**config.mk**
```make
export PLATFORM = sky130hd
export DESIGN_NAME = gpc_ctrl
export DESIGN_NICKNAME = d
export VERILOG_FILES = /design/src/rtl/gpc_pkg.sv /design/src/rtl/gpc_ctrl.sv
export SDC_FILE = /design/constraint.sdc
export NUM_CORES = 1
export LEC_CHECK = 0
export ABC_AREA = 1
export BUFFER_PORTS_ARGS = -buffer_cell sky130_fd_sc_hd__buf_4
export CAP_MARGIN = 20
export CELL_PAD_IN_SITES_DETAIL_PLACEMENT = 1
export CELL_PAD_IN_SITES_GLOBAL_PLACEMENT = 1
export CORE_MARGIN = 1
export CORE_UTILIZATION = 34
export CTS_BUF_LIST = sky130_fd_sc_hd__clkbuf_8 sky130_fd_sc_hd__clkbuf_16
export DETAILED_ROUTE_END_ITERATION = 6
export PLACE_DENSITY_LB_ADDON = 0.1
export SYNTH_ARGS = -nofsm -noshare
export SYNTH_HDL_FRONTEND = slang
export SYNTH_SLANG_ARGS = --single-unit
```
**constraint.sdc**
```tcl
create_clock -name clk_i -period 1.6 [get_ports clk_i]
set_input_delay 0.08 -clock clk_i [delete_from_list [all_inputs] [get_ports clk_i]]
set_output_delay 0.08 -clock clk_i [all_outputs]
set_load 0.01 [all_outputs]
```
**src/rtl/gpc_pkg.sv**
```systemverilog
// Shared types and constants of the Goldbach partition counter.
// Holds field widths, the controller state encoding and the command and status
// structs that join gpc_ctrl and gpc_datapath. It depends on nothing else.
package gpc_pkg;

  localparam int unsigned SIEVE_SIZE = 131072;
  localparam int unsigned TARGET_W   = 17;
  localparam int unsigned RES_W      = 16;

  typedef enum logic [7:0] {
    ST_CLEAR    = 8'b0000_0001,
    ST_SV_TEST  = 8'b0000_0010,
    ST_SV_CHECK = 8'b0000_0100,
    ST_SV_MARK  = 8'b0000_1000,
    ST_IDLE     = 8'b0001_0000,
    ST_WALK     = 8'b0010_0000,
    ST_DRAIN    = 8'b0100_0000,
    ST_FINISH   = 8'b1000_0000
  } gpc_state_e;

  typedef struct packed {
    logic clr_step;
    logic i_init;
    logic i_step;
    logic rd_sieve;
    logic mark_start;
    logic mark_step;
    logic q_load;
    logic walk_step;
    logic res_load;
  } gpc_cmd_t;

  typedef struct packed {
    logic clr_last;
    logic sq_over;
    logic cand_comp;
    logic mark_last;
    logic walk_last;
    logic walk_none;
    logic out_busy;
  } gpc_status_t;

endpackage

```
**src/rtl/gpc_ctrl.sv**
```systemverilog
// Controller state machine of the Goldbach partition counter.
// Sequences the clearing pass, the sieve and the query walk by commands to
// gpc_datapath. Depends on gpc_pkg.
module gpc_ctrl (
  input  logic                clk_i,
  input  logic                rst_ni,
  input  logic                in_valid_i,
  output logic                in_stall_o,
  input  gpc_pkg::gpc_status_t status_i,
  output gpc_pkg::gpc_cmd_t    cmd_o
);

  gpc_pkg::gpc_state_e state_q, state_d;

  always_ff @(posedge clk_i or negedge rst_ni) begin
    if (!rst_ni) begin
      state_q <= gpc_pkg::ST_CLEAR;
    end else begin
      state_q <= state_d;
    end
  end

  always_comb begin
    state_d    = state_q;
    cmd_o      = '0;
    in_stall_o = 1'b1;
    case (state_q)
      gpc_pkg::ST_CLEAR: begin
        cmd_o.clr_step = 1'b1;
        if (status_i.clr_last) begin
          cmd_o.i_init = 1'b1;
          state_d      = gpc_pkg::ST_SV_TEST;
        end
      end
      gpc_pkg::ST_SV_TEST: begin
        if (status_i.sq_over) begin
          state_d = gpc_pkg::ST_IDLE;
        end else begin
          cmd_o.rd_sieve = 1'b1;
          state_d        = gpc_pkg::ST_SV_CHECK;
        end
      end
      gpc_pkg::ST_SV_CHECK: begin
        if (status_i.cand_comp) begin
          cmd_o.i_step = 1'b1;
          state_d      = gpc_pkg::ST_SV_TEST;
        end else begin
          cmd_o.mark_start = 1'b1;
          state_d          = gpc_pkg::ST_SV_MARK;
        end
      end
      gpc_pkg::ST_SV_MARK: begin
        cmd_o.mark_step = 1'b1;
        if (status_i.mark_last) begin
          cmd_o.i_step = 1'b1;
          state_d      = gpc_pkg::ST_SV_TEST;
        end
      end
      gpc_pkg::ST_IDLE: begin
        in_stall_o = 1'b0;
        if (in_valid_i) begin
          cmd_o.q_load = 1'b1;
          state_d      = gpc_pkg::ST_WALK;
        end
      end
      gpc_pkg::ST_WALK: begin
        if (status_i.walk_none) begin
          state_d = gpc_pkg::ST_FINISH;
        end else begin
          cmd_o.walk_step = 1'b1;
          if (status_i.walk_last) begin
            state_d = gpc_pkg::ST_DRAIN;
          end
        end
      end
      gpc_pkg::ST_DRAIN: begin
        state_d = gpc_pkg::ST_FINISH;
      end
      gpc_pkg::ST_FINISH: begin
        if (!status_i.out_busy) begin
          cmd_o.res_load = 1'b1;
          state_d        = gpc_pkg::ST_IDLE;
        end
      end
      default: begin
        state_d = gpc_pkg::ST_CLEAR;
      end
    endcase
  end

endmodule

```
After elaboration in Yosys (flattened, before gate mapping). Index checks and enable logic that the tools add are counted.

Bits in registers: 8. Bits in latches: 0. Bits in writable memories: 0. Memory bits (read-only): 0. Input port bits: 10. Output and inout bits: 10. Memories: 0.

Add/subtract/negate cells: 0. Multipliers: 0. Div/mod/pow operators: 0. Magnitude comparators: 0. Equal/unequal tests: 13. Shift operators: 0. Multiplexer cells: 26. Bitwise gates (word level): 0. Reductions and logical operators: 1.

Operator list (number): case mux 8 bit (8 select lines) (1); two-way mux 8 bit (6); two-way mux 1 bit (15); == test 8 x 1 -> 1 bit, second input constant (1); == test 8 x 2 -> 1 bit, second input constant (1); == test 8 x 3 -> 1 bit, second input constant (1); == test 8 x 4 -> 1 bit, second input constant (1); == test 8 x 5 -> 1 bit, second input constant (1); == test 8 x 6 -> 1 bit, second input constant (1); == test 8 x 7 -> 1 bit, second input constant (1); == test 8 bit, second input constant (1); != test 2 bit, second input constant (4); two-way mux 5 bit (1); AND reduction 5 bit (1); two-way mux 4 bit (1); != test 3 bit, second input constant (1); two-way mux 2 bit (1); case mux 1 bit (2 select lines) (1).

Longest topological paths before layout. Gate-level depths: netlist of the first run.

Depth after elaboration: 3. Gate-level depth with buffers: 8.

Worst setup path after synthesis of the first run. No wires, ideal clock.

Path type: flip-flop to flip-flop. Start: register state_q[0]. End: register state_q[1]. Setup time: 0.119 ns. Arrival time: 1.045 ns. Required time: 1.481 ns. Path slack: 0.436 ns. Cell stages (with the launch flop): 8. Cells stage by stage: dfstp_2 -> inv_2 -> nand2_4 -> nor2_2 -> nand2_1 -> nand2_1 -> a31oi_1 -> nor2_2.

Longest elaborated chain between the ends: 3.

RTL lines: start, declared (RTL line gpc_ctrl.sv:13) `gpc_pkg::gpc_state_e state_q, state_d;`; start signal, assigned (RTL line gpc_ctrl.sv:17) `state_q <= gpc_pkg::ST_CLEAR;`; start signal, assigned (RTL line gpc_ctrl.sv:19) `state_q <= state_d;`; == test 8 x 6 -> 1 bit (tied with other cells) (RTL line gpc_ctrl.sv:27) `case (state_q)`; != test 3 bit (no source line) / != test 2 bit (equally long branches); AND reduction 5 bit (no source line).

Several ways; a longest one is shown, not always the timed one. A chain may end at the register's enable or synchronous reset.

==> results of run 1 <==
cell families (layout without fill, tap and decap cells):
logic type / count (synthesis) / after routing / share of synthesized area [%]
compound gates: 3 / 3 / 2.70
flops: 8 / 8 / 31.1
simple gates: 62 / 62 / 55.2
buf+inv: 19 / 43 / 11.0
metrics by stage:
stage	area (sq um)	total power (uW)	utilization (%)	hold slack (ns)	std cells
after floorplan	648	668	-	-0.216	92
after global placement	822	810	46.6	-0.102	136
after detailed placement	822	824	46.6	-0.0989	136
after CTS	882	1080	50.0	0.0196	141
after global routing	882	1140	50.0	0.0254	141
final	882	1070	50.0	0.0268	141
critical path, delay by kind of cell (launching register included):
family	cells	cell delay, ns
AOI/OAI and AO/OA	1	0.16
and+or+nand+nor	3	0.43
buffers and inverters	2	0.24
DFF	1	0.37
final cells by class:
type / count / area (sq um) / share of cell area (%)
multi-input combinational: 65 / 380 / 43.1
sequential: 8 / 201 / 22.8
timing repair buffer: 20 / 153 / 17.3
inverter: 19 / 71.3 / 8.09
clock buffer: 3 / 41.3 / 4.68
tap: 25 / 31.3 / 3.55
clock inverter: 1 / 3.75 / 0.426
placed cells by master, fill, tap and decap left out:
cell	instances
nand2_1	23
buf_4	19
inv_1	13
nor2_1	12
inv_2	7
dfrtp_1	7
nand3_1	6
nor2_2	5
nand2_4	4
nand3_2	3
clkbuf_8	3
nor2_8	2
nand2_2	2
nor3_1	2
nor2_4	2
nor3_2	1
o22ai_1	1
o21ai_0	1
a31oi_1	1
dlygate4sd3_1	1
dfstp_2	1
worst max path at each step:
stage          startpoint    endpoint  slack [ns]  depth (start not counted)
2_1_floorplan  state_q[0]  state_q[1]        0.44                          7
3_3_place_gp   state_q[1]  state_q[3]        0.32                          5
3_5_place_dp   state_q[1]    cmd_o[6]        0.23                          6
4_1_cts        state_q[3]    cmd_o[5]        0.10                          6
5_1_grt        state_q[5]    cmd_o[0]        0.04                          6
6_report       state_q[1]    cmd_o[6]        0.10                          6
power by group:
part	internal, uW	switching (uW)
clock network	166	77.1
logic	201	346
registers	251	25.7
per-layer routing:
| metal | GRT usage (%) | vias up | routed length [microns] |
|---|---|---|---|
| met4 | 9.09 | 0 | 0 |
| met1 | 22.8 | 289 | 752 |
| li1 | - | 324 | - |
| met2 | 26.0 | 8 | 733 |
| met5 | 0 | - | 0 |
| met3 | 0 | 0 | 21 |
repair_timing:
| item | 4_1_cts | 5_1_grt |
|---|---|---|
| resized for setup | 1 | 0 |
| setup endpoints to repair | 1 | 0 |
| hold buffers | 1 | 0 |
| endpoints found under the hold margin | 8 | 0 |
| setup buffers | 0 | 0 |
==> impl_results.md, run 1 <==
* Outcome: complete, no violations
* Iter 0 DRT Violations at 8
* Grt ovf at 0
* Slew HR at 82.1%
* Sequential share of the synthesized area at 31.1%
* Core Region at 1760 sq um
* CP required at 1.52 ns
* Nets at 127
* Port Buffers at 19
* Hold Startpoint: status_i[5]
* Largest net degree at the start of global routing at 9
* Leakage power at 0.000504 uW
* Top reg by flops: state_q
* Share of layout cells above drive strength 1 at 42.2%
* Pre-CTS WS at 0.230 ns
* GRT Overall Usage at 16.4%
* Via count at 621
* Clk_lat worst skew at 0.22 ns
* Router iterations before antenna repair at 2
* Cell accounting for the most synthesized area: dfrtp_1
* Total clock sinks at 8
* Worst path slowest cell: dfrtp_1
* RSZ-0062 raised after global routing: false
* Total Wirelength at 1510 microns
* Netlist cell types at 17
* Synth warn at 0
* Row count at 15
* Placer Congestion at 0.780
* WS Path Type: flop to output port
* First-pass GRT wire length at 2380 microns
* Crit share post-route at 93.5%
* Ant. Diodes at 0
* CTS Buf Count at 3
* Highest Clock Rate at 668 MHz
* Flop-to-flop setup slack at 0.30 ns
* # IOs at 20
* Hold WC Path Type: input port to flop
* Worst Hold Depth at 2
* Syn Std Cell Area at 648 sq um
* Worst Setup End Kind: output port
* Regs by FF count: state_q: 8 flops
* Flops & latches, synth at 8
* Wire per inst at 10.7 microns
* Post-synth ARST share at 100%
* # fillers at 253
* DIE AREA at 2080 sq um
* Synth top area share at 27.0%
* Worst Skew at 0.000469 ns
* WP data arrival at 1.42 ns
* Number of vias per cell at 4.40
* Synthesis-to-layout area growth at 36.1%
* CTS tree: done
* Worst slew pin tran at 0.266 ns
* CP max stage delay at 0.37 ns
* Initial antenna violation count at 0
* Clock slew at reported path FFs at 0.04 ns
* # setup viols final at 0
* Syn nets at 102
* Synth Flop Type: dfrtp_1
* Worst Hold End: state_q[2]
* Power Density at 1210 nW/um^2
* Synth area leaders: dfrtp_1 (27%), nand2_1 (13%), inv_1 (6.9%)
* Post-synth top cells: nand2_1 (23), inv_1 (12), nor2_1 (12)
* Avg Cell Area, Syn at 7.04 sq um
* Max Cap Viol at 0
* R2R depth at 7
* Final slew viol count at 0
* Maximum clock insertion buffer count at 2
* Final worst slack at 0.104 ns
* Reg-to-Reg End: state_q[1]
* Starting Density at 36.7%
* Fin crit period at 1.50 ns
* CP Max Fanout at 4
* Setup crit start kind: flop
* Post-DP HPWL at 1330 microns
* Fin Setup TNS at 0 ns
* Vias in the first global route at 571
* Maximum vdd drop at 0.403 mV
* Top-count cell post-synth: nand2_1
* Synth Instances at 92
* Final hold vios at 0
* DRC Markers at 0
* Die height at 45.7 microns
* Htree depth at 1
* Number of synthesized flops with an enable pin at 0
* Die X at 45.7 microns
* Routed Antenna Nets at 0
* Crit path cell chain: inv_2, nand2_4, nor3_2, nand2_1, o22ai_1, buf_4
* Root buf cell: clkbuf_8
* Reg-to-reg startpoint: state_q[0]
* Largest register FFs at 8
Note: power is estimated with default switching activity, not from simulation.
==> inputs of run 2 (changes only) <==
--- a/config.mk
+++ b/config.mk
@@ -11,8 +11,8 @@
 export CELL_PAD_IN_SITES_DETAIL_PLACEMENT = 1
 export CELL_PAD_IN_SITES_GLOBAL_PLACEMENT = 1
 export CORE_MARGIN = 1
-export CORE_UTILIZATION = 34
-export CTS_BUF_LIST = sky130_fd_sc_hd__clkbuf_8 sky130_fd_sc_hd__clkbuf_16
+export CORE_UTILIZATION = 36
+export CTS_BUF_LIST = sky130_fd_sc_hd__clkbuf_8
 export DETAILED_ROUTE_END_ITERATION = 6
 export PLACE_DENSITY_LB_ADDON = 0.1
 export SYNTH_ARGS = -nofsm -noshare
==> run 2 against run 1 <==
  * Combinational power is 1% higher
  * Via count is 1.4% higher
  * Worst setup slack better by 0.042 ns
  * Largest cell class unchanged
  * Highest routed layer is now met4
  * Global-route usage is 2.1 points higher
  * Cell area is 0.43% higher
  * Sequential power hardly changed
  * Power is 0.89% higher
==> impl_results.md, run 2 (synthesized netlist as in run 1, its figures left out) <==
* Worst slew pin tran at 0.206 ns (was 0.266 ns)
* Die height at 44.4 microns (was 45.7 microns)
* Wire per inst at 11.1 microns (was 10.7 microns)
* Initial antenna violation count at 0 (unchanged)
* CP Max Fanout at 4 (unchanged)
* Delay-heaviest family, CP: simple AND/OR/NAND/NOR gates (unchanged)
* WHS at 0.0447 ns (was 0.0268 ns)
* Worst Skew at 0.00489 ns (was 0.000469 ns)
* Worst path slowest cell: dfrtp_1 (unchanged)
* CTS tree: done (unchanged)
* # IOs at 20 (unchanged)
* Maximum vdd drop at 0.418 mV (was 0.403 mV)
* CP max stage delay at 0.37 ns (about the same)
* # fillers at 204 (was 253)
* Max Cap Viol at 0 (unchanged)
* Root buf cell: clkbuf_8 (unchanged)
* Starting Density at 40.7% (was 36.7%)
* Placer Congestion at 0.756 (was 0.780)
* Final hold vios at 0 (unchanged)
* Power Density at 1210 nW/um^2 (about the same)
* R2R depth at 7 (unchanged)
* Maximum clock insertion buffer count at 2 (unchanged)
* Most frequent cells in the layout: nand2_1 (23), buf_4 (19), inv_1 (13) (unchanged)
* Crit path buf inv count at 2 (unchanged)
* Number of vias per cell at 4.50 (was 4.40)
* Top reg by flops: state_q (unchanged)
* Total Wirelength at 1560 microns (was 1510 microns)
* Fin crit period at 1.45 ns (was 1.50 ns)
* Post-DP HPWL at 1360 microns (was 1330 microns)
* Worst Hold Depth at 2 (unchanged)
* WP data arrival at 1.37 ns (was 1.42 ns)
* Slew HR at 86.2% (was 82.1%)
* WS Path Type: flop to output port (unchanged)
* Iter 0 DRT Violations at 5 (was 8)
* Post-CTS Setup Bufs at 0 (unchanged)
* Worst Setup End Kind: output port (unchanged)
* # placed instances at 135 (was 136)
* Ant. Diodes at 0 (unchanged)
* Row count at 14 (was 15)
* Clk_lat worst skew at 0.23 ns (was 0.22 ns)
* CP required at 1.52 ns (about the same)
* Final slew viol count at 0 (unchanged)
* Final instance area at 886 sq um (was 882 sq um)
* Register area at 201 sq um (unchanged)
* Hold WC Path Type: input port to flop (unchanged)
* Cell Count, Final, Fillers Out at 140 (was 141)
* Fin Setup TNS at 0 ns (unchanged)
* Port Buffers at 19 (unchanged)
* DRC Markers at 0 (unchanged)
* Routed Antenna Nets at 0 (unchanged)
* Core Region at 1590 sq um (was 1760 sq um)
* Total clock sinks at 8 (unchanged)
* Grt ovf at 0 (unchanged)
* Clock slew at reported path FFs at 0.04 ns (about the same)
* CP Depth at 6 (unchanged)
* Highest Clock Rate at 687 MHz (was 668 MHz)
* Largest register FFs at 8 (unchanged)
* RSZ-0062 raised after global routing: false (unchanged)
* Outcome: complete, no violations (unchanged)
* # setup viols final at 0 (unchanged)
* Crit share post-route at 90.9% (was 93.5%)
* First-pass GRT wire length at 2600 microns (was 2380 microns)
* Via count at 630 (was 621)
* CTS Buf Count at 3 (unchanged)
* Largest net degree at the start of global routing at 9 (unchanged)
* Leakage power at 0.000504 uW (about the same)
* Router iterations before antenna repair at 4 (was 2)
* Share of layout cells above drive strength 1 at 43.1% (was 42.2%)
* Placed instance area at 821 sq um (was 822 sq um)
* Most common cell after layout, fill and taps aside: nand2_1 (unchanged)
* Multi-input gate area at 385 sq um (was 380 sq um)
* Nets at 127 (unchanged)
* Setup crit start kind: flop (unchanged)
* Regs by FF count: state_q: 8 flops (unchanged)
* Crit path cell chain: inv_2, nand2_4, nor3_2, nand2_1, o22ai_1, buf_4 (unchanged)
* GRT Overall Usage at 18.6% (was 16.4%)
* Vias in the first global route at 599 (was 571)
* DIE AREA at 1970 sq um (was 2080 sq um)
* Synthesis-to-layout area growth at 36.7% (was 36.1%)
* Htree depth at 1 (unchanged)
* Die X at 44.4 microns (was 45.7 microns)
## run 2: cell counts in the layout (fill, tap and decap cells not counted)
No cell type changed its count.
## run 2: power by group
group / leakage [uW] / total [uW] / internal, uW / switching, uW
logic: 0.000371 / 553 / 203 / 349
clock network: 0.0000269 / 247 / 166 / 80.3
registers: 0.000107 / 277 / 251 / 25.9
## run 2: area by class of cell
cell class                      instances  share of cell area, %
Inverter                               19                   8.05
Clock inverter                          1                  0.424
Timing Repair Buffer                   20                   17.2
Sequential cell                         8                   22.7
Tap cell                               24                   3.39
Multi-Input combinational cell         65                   43.5
Clock buffer                            3                   4.66
## run 2: stage by stage
step                      power, uW  worst slack [ns]  util [%]
after floorplan                 668             0.436         -
after global routing           1160            0.0151      55.6
after CTS                      1080            0.0205      54.9
after detailed placement        827             0.272      51.5
after global placement          808             0.337      51.5
final                          1080             0.145      55.6
## run 2: final timing paths
path                             start          to  slack [ns]
hold / removal             status_i[5]  state_q[2]        0.04
min in group asynchronous       rst_ni  state_q[5]        0.20
setup / recovery            state_q[1]    cmd_o[6]        0.15
setup reg to reg            state_q[0]  state_q[5]        0.31
hold reg to reg             state_q[0]  state_q[0]        0.65
max in group asynchronous       rst_ni  state_q[0]        1.19
## run 2: per-layer routing
layer	up-vias	global-route usage [%]	share of wire [%]
li1	323	-	-
met1	292	26.2	49
met2	13	29.7	47
met3	2	1.22	2.3
met4	0	7.27	1.2
met5	-	0	0
## run 2: what timing repair did
item,in CTS,in global routing
setup endpoints to repair,0,3
hold buffers,1,0
endpoints found under the hold margin,8,0
resized for setup,0,2
==> inputs of run 3 (changes only) <==
--- a/config.mk
+++ b/config.mk
@@ -11,10 +11,11 @@
 export CELL_PAD_IN_SITES_DETAIL_PLACEMENT = 1
 export CELL_PAD_IN_SITES_GLOBAL_PLACEMENT = 1
 export CORE_MARGIN = 1
-export CORE_UTILIZATION = 36
+export CORE_UTILIZATION = 39
 export CTS_BUF_LIST = sky130_fd_sc_hd__clkbuf_8
 export DETAILED_ROUTE_END_ITERATION = 6
 export PLACE_DENSITY_LB_ADDON = 0.1
+export RECOVER_POWER = 50
 export SYNTH_ARGS = -nofsm -noshare
 export SYNTH_HDL_FRONTEND = slang
 export SYNTH_SLANG_ARGS = --single-unit
==> constraint.sdc (replaced) <==
create_clock -name clk_i -period 1.8 [get_ports clk_i]
set_input_delay 0.09 -clock clk_i [delete_from_list [all_inputs] [get_ports clk_i]]
set_output_delay 0.09 -clock clk_i [all_outputs]
set_load 0.01 [all_outputs]
==> run 3 against run 2 <==
  * Count of clock-buffer cells in the layout stayed put
  * Critical path depth stayed put
  * Register-to-register slack better by 0.15 ns
  * Sequential cell count stayed put
  * Global-route usage is 1.7 points higher
  * Clock power is 12% lower
  * Clock skew is 0.0014 ns higher
  * Non-clock buffer count stayed put
  * Worst hold slack better by 0.0028 ns
  * Critical path type unchanged
==> impl_results.md, run 3 (synthesized netlist as in run 1, its figures left out) <==
* Outcome: complete, no violations (unchanged)
* WHS at 0.0475 ns (was 0.0447 ns)
* Fin util at 56.2% (was 55.6%)
* Worst slew pin tran at 0.409 ns (was 0.206 ns)
* R2R depth at 8 (was 7)
* Die X at 42.8 microns (was 44.4 microns)
* RSZ-0062 raised after global routing: false (unchanged)
* Hold Startpoint: status_i[5] (unchanged)
* Register area at 201 sq um (unchanged)
* Placer Congestion at 0.768 (was 0.756)
* Setup crit start kind: flop (unchanged)
* Iter 0 DRT Violations at 5 (unchanged)
* Most frequent cells in the layout: nand2_1 (25), buf_4 (18), inv_1 (14) (was nand2_1 (23), buf_4 (19), inv_1 (13))
* Routed Antenna Nets at 0 (unchanged)
* Grt ovf at 0 (unchanged)
* Crit share post-route at 88.6%
* Final hold vios at 0 (unchanged)
* Synthesis-to-layout area growth at 32.2% (was 36.7%)
* GRT Overall Usage at 20.3% (was 18.6%)
* Largest register FFs at 8 (unchanged)
* Wire per inst at 12.1 microns (was 11.1 microns)
* Power Density at 1100 nW/um^2 (was 1210 nW/um^2)
* Share of layout cells above drive strength 1 at 37.9% (was 43.1%)
* # setup viols final at 0 (unchanged)
* Largest net degree at the start of global routing at 9 (unchanged)
* Die height at 42.8 microns (was 44.4 microns)
* Worst Setup End Kind: output port (unchanged)
* Multi-input gate area at 370 sq um (was 385 sq um)
* Top reg by flops: state_q (unchanged)
* Fin crit period at 1.59 ns
* Row count at 14 (unchanged)
* # IOs at 20 (unchanged)
* Initial antenna violation count at 0 (unchanged)
* Worst Hold End: state_q[2] (unchanged)
* Starting Density at 42.5% (was 40.7%)
* Total clock sinks at 8 (unchanged)
* CP required at 1.71 ns (was 1.52 ns)
* First-pass GRT wire length at 2690 microns (was 2600 microns)
* Total Wirelength at 1600 microns (was 1560 microns)
* Final slew viol count at 0 (unchanged)
* CP max stage delay at 0.36 ns (was 0.37 ns)
* Via count at 636 (was 630)
* Reg-to-reg startpoint: state_q[4] (was state_q[0])
* Crit path buf inv count at 2 (unchanged)
* Final instance area at 857 sq um (was 886 sq um)
* Leakage power at 0.000500 uW (was 0.000504 uW)
* Worst Hold Depth at 2 (unchanged)
* Hold WC Path Type: input port to flop (unchanged)
* WS Path Type: flop to output port (unchanged)
* Router iterations before antenna repair at 2 (was 4)
* Fin Setup TNS at 0 ns (unchanged)
* Post-CTS resize count at 0 (unchanged)
* Post-DP HPWL at 1410 microns (was 1360 microns)
* Port Buffers at 19 (unchanged)
* CTS Buf Count at 3 (unchanged)
* Core Region at 1520 sq um (was 1590 sq um)
* Ant. Diodes at 0 (unchanged)
* DIE AREA at 1830 sq um (was 1970 sq um)
* WP data arrival at 1.50 ns (was 1.37 ns)
* Maximum vdd drop at 0.425 mV (was 0.418 mV)
* Design Power at 941 uW (was 1080 uW)
* Clock slew at reported path FFs at 0.04 ns (about the same)
* Clk_lat worst skew at 0.23 ns (about the same)
* Max Cap Viol at 0 (unchanged)
* Htree depth at 1 (unchanged)
* Crit path cell chain: inv_2, nand2_4, nor3_1, nand2_1, o22ai_1, buf_4 (was inv_2, nand2_4, nor3_2, nand2_1, o22ai_1, buf_4)
* Slew HR at 72.7% (was 86.2%)
* Regs by FF count: state_q: 8 flops (unchanged)
* Maximum clock insertion buffer count at 2 (unchanged)
* CTS tree: done (unchanged)
* Highest Clock Rate at 627 MHz
* CP Max Fanout at 4 (unchanged)
* Root buf cell: clkbuf_8 (unchanged)
* Most common cell after layout, fill and taps aside: nand2_1 (unchanged)
* # fillers at 204 (unchanged)
* Worst path slowest cell: dfrtp_1 (unchanged)
* Flop-to-flop setup slack at 0.46 ns (was 0.31 ns)
* Vias in the first global route at 655 (was 599)
* Worst Skew at 0.00625 ns (was 0.00489 ns)
* Nets at 127 (unchanged)
* DRC Markers at 0 (unchanged)
* Placed instance area at 811 sq um (was 821 sq um)
* Delay-heaviest family, CP: simple AND/OR/NAND/NOR gates (unchanged)
* Number of vias per cell at 4.82 (was 4.50)
* Reg-to-Reg End: state_q[6] (was state_q[5])
==> run 3: changes by cell type in the layout (fill, tap and decap cells not counted), sizes merged <==
cell	previous run	this run
buf	19	18
clkbuf	3	4
==> run 3: area by class of cell <==
class,count,area share (%)
Timing Repair Buffer,20,17.4
Multi-Input combinational cell,65,43.2
Clock buffer,3,4.82
Sequential cell,8,23.5
Inverter,19,8.32
Clock inverter,1,0.438
Tap cell,16,2.34
==> run 3: layer usage <==
metal	vias up	GRT usage [%]	share of wire [%]	wire length, microns
li1	329	-	-	-
met1	292	25.4	46	740
met2	13	33.3	50	796
met3	2	1.28	1.8	29
met4	0	13.1	1.9	31
met5	-	0	0	0
==> run 3: where the power goes <==
part           internal, uW  total (uW)  switching, uW
sequential              223         244           21.3
clock                   148         218           70.4
combinational           174         479            304
==> run 3: worst max-delay path by stage <==
stage               slack [ns]  startpoint          to  cells after the start
floorplan                 0.64  state_q[0]  state_q[1]                      7
global placement          0.54  state_q[0]  state_q[5]                      7
detailed placement        0.47  state_q[1]    cmd_o[6]                      6
CTS                       0.20  state_q[1]    cmd_o[6]                      6
global route              0.06  state_q[1]    cmd_o[6]                      6
finish                    0.21  state_q[1]    cmd_o[6]                      6
==> run 3: stage by stage <==
| step | std cells | setup WS (ns) |
|---|---|---|
| finish | 132 | 0.206 |
| detailed placement | 127 | 0.474 |
| global placement | 127 | 0.540 |
| floorplan | 92 | 0.636 |
| CTS | 132 | 0.202 |
| global route | 132 | 0.0593 |
==> run 3: repair_timing <==
item                                   4_1_cts  5_1_grt
setup buffers                                0        0
hold buffers                                 1        0
endpoints found under the hold margin        8        0
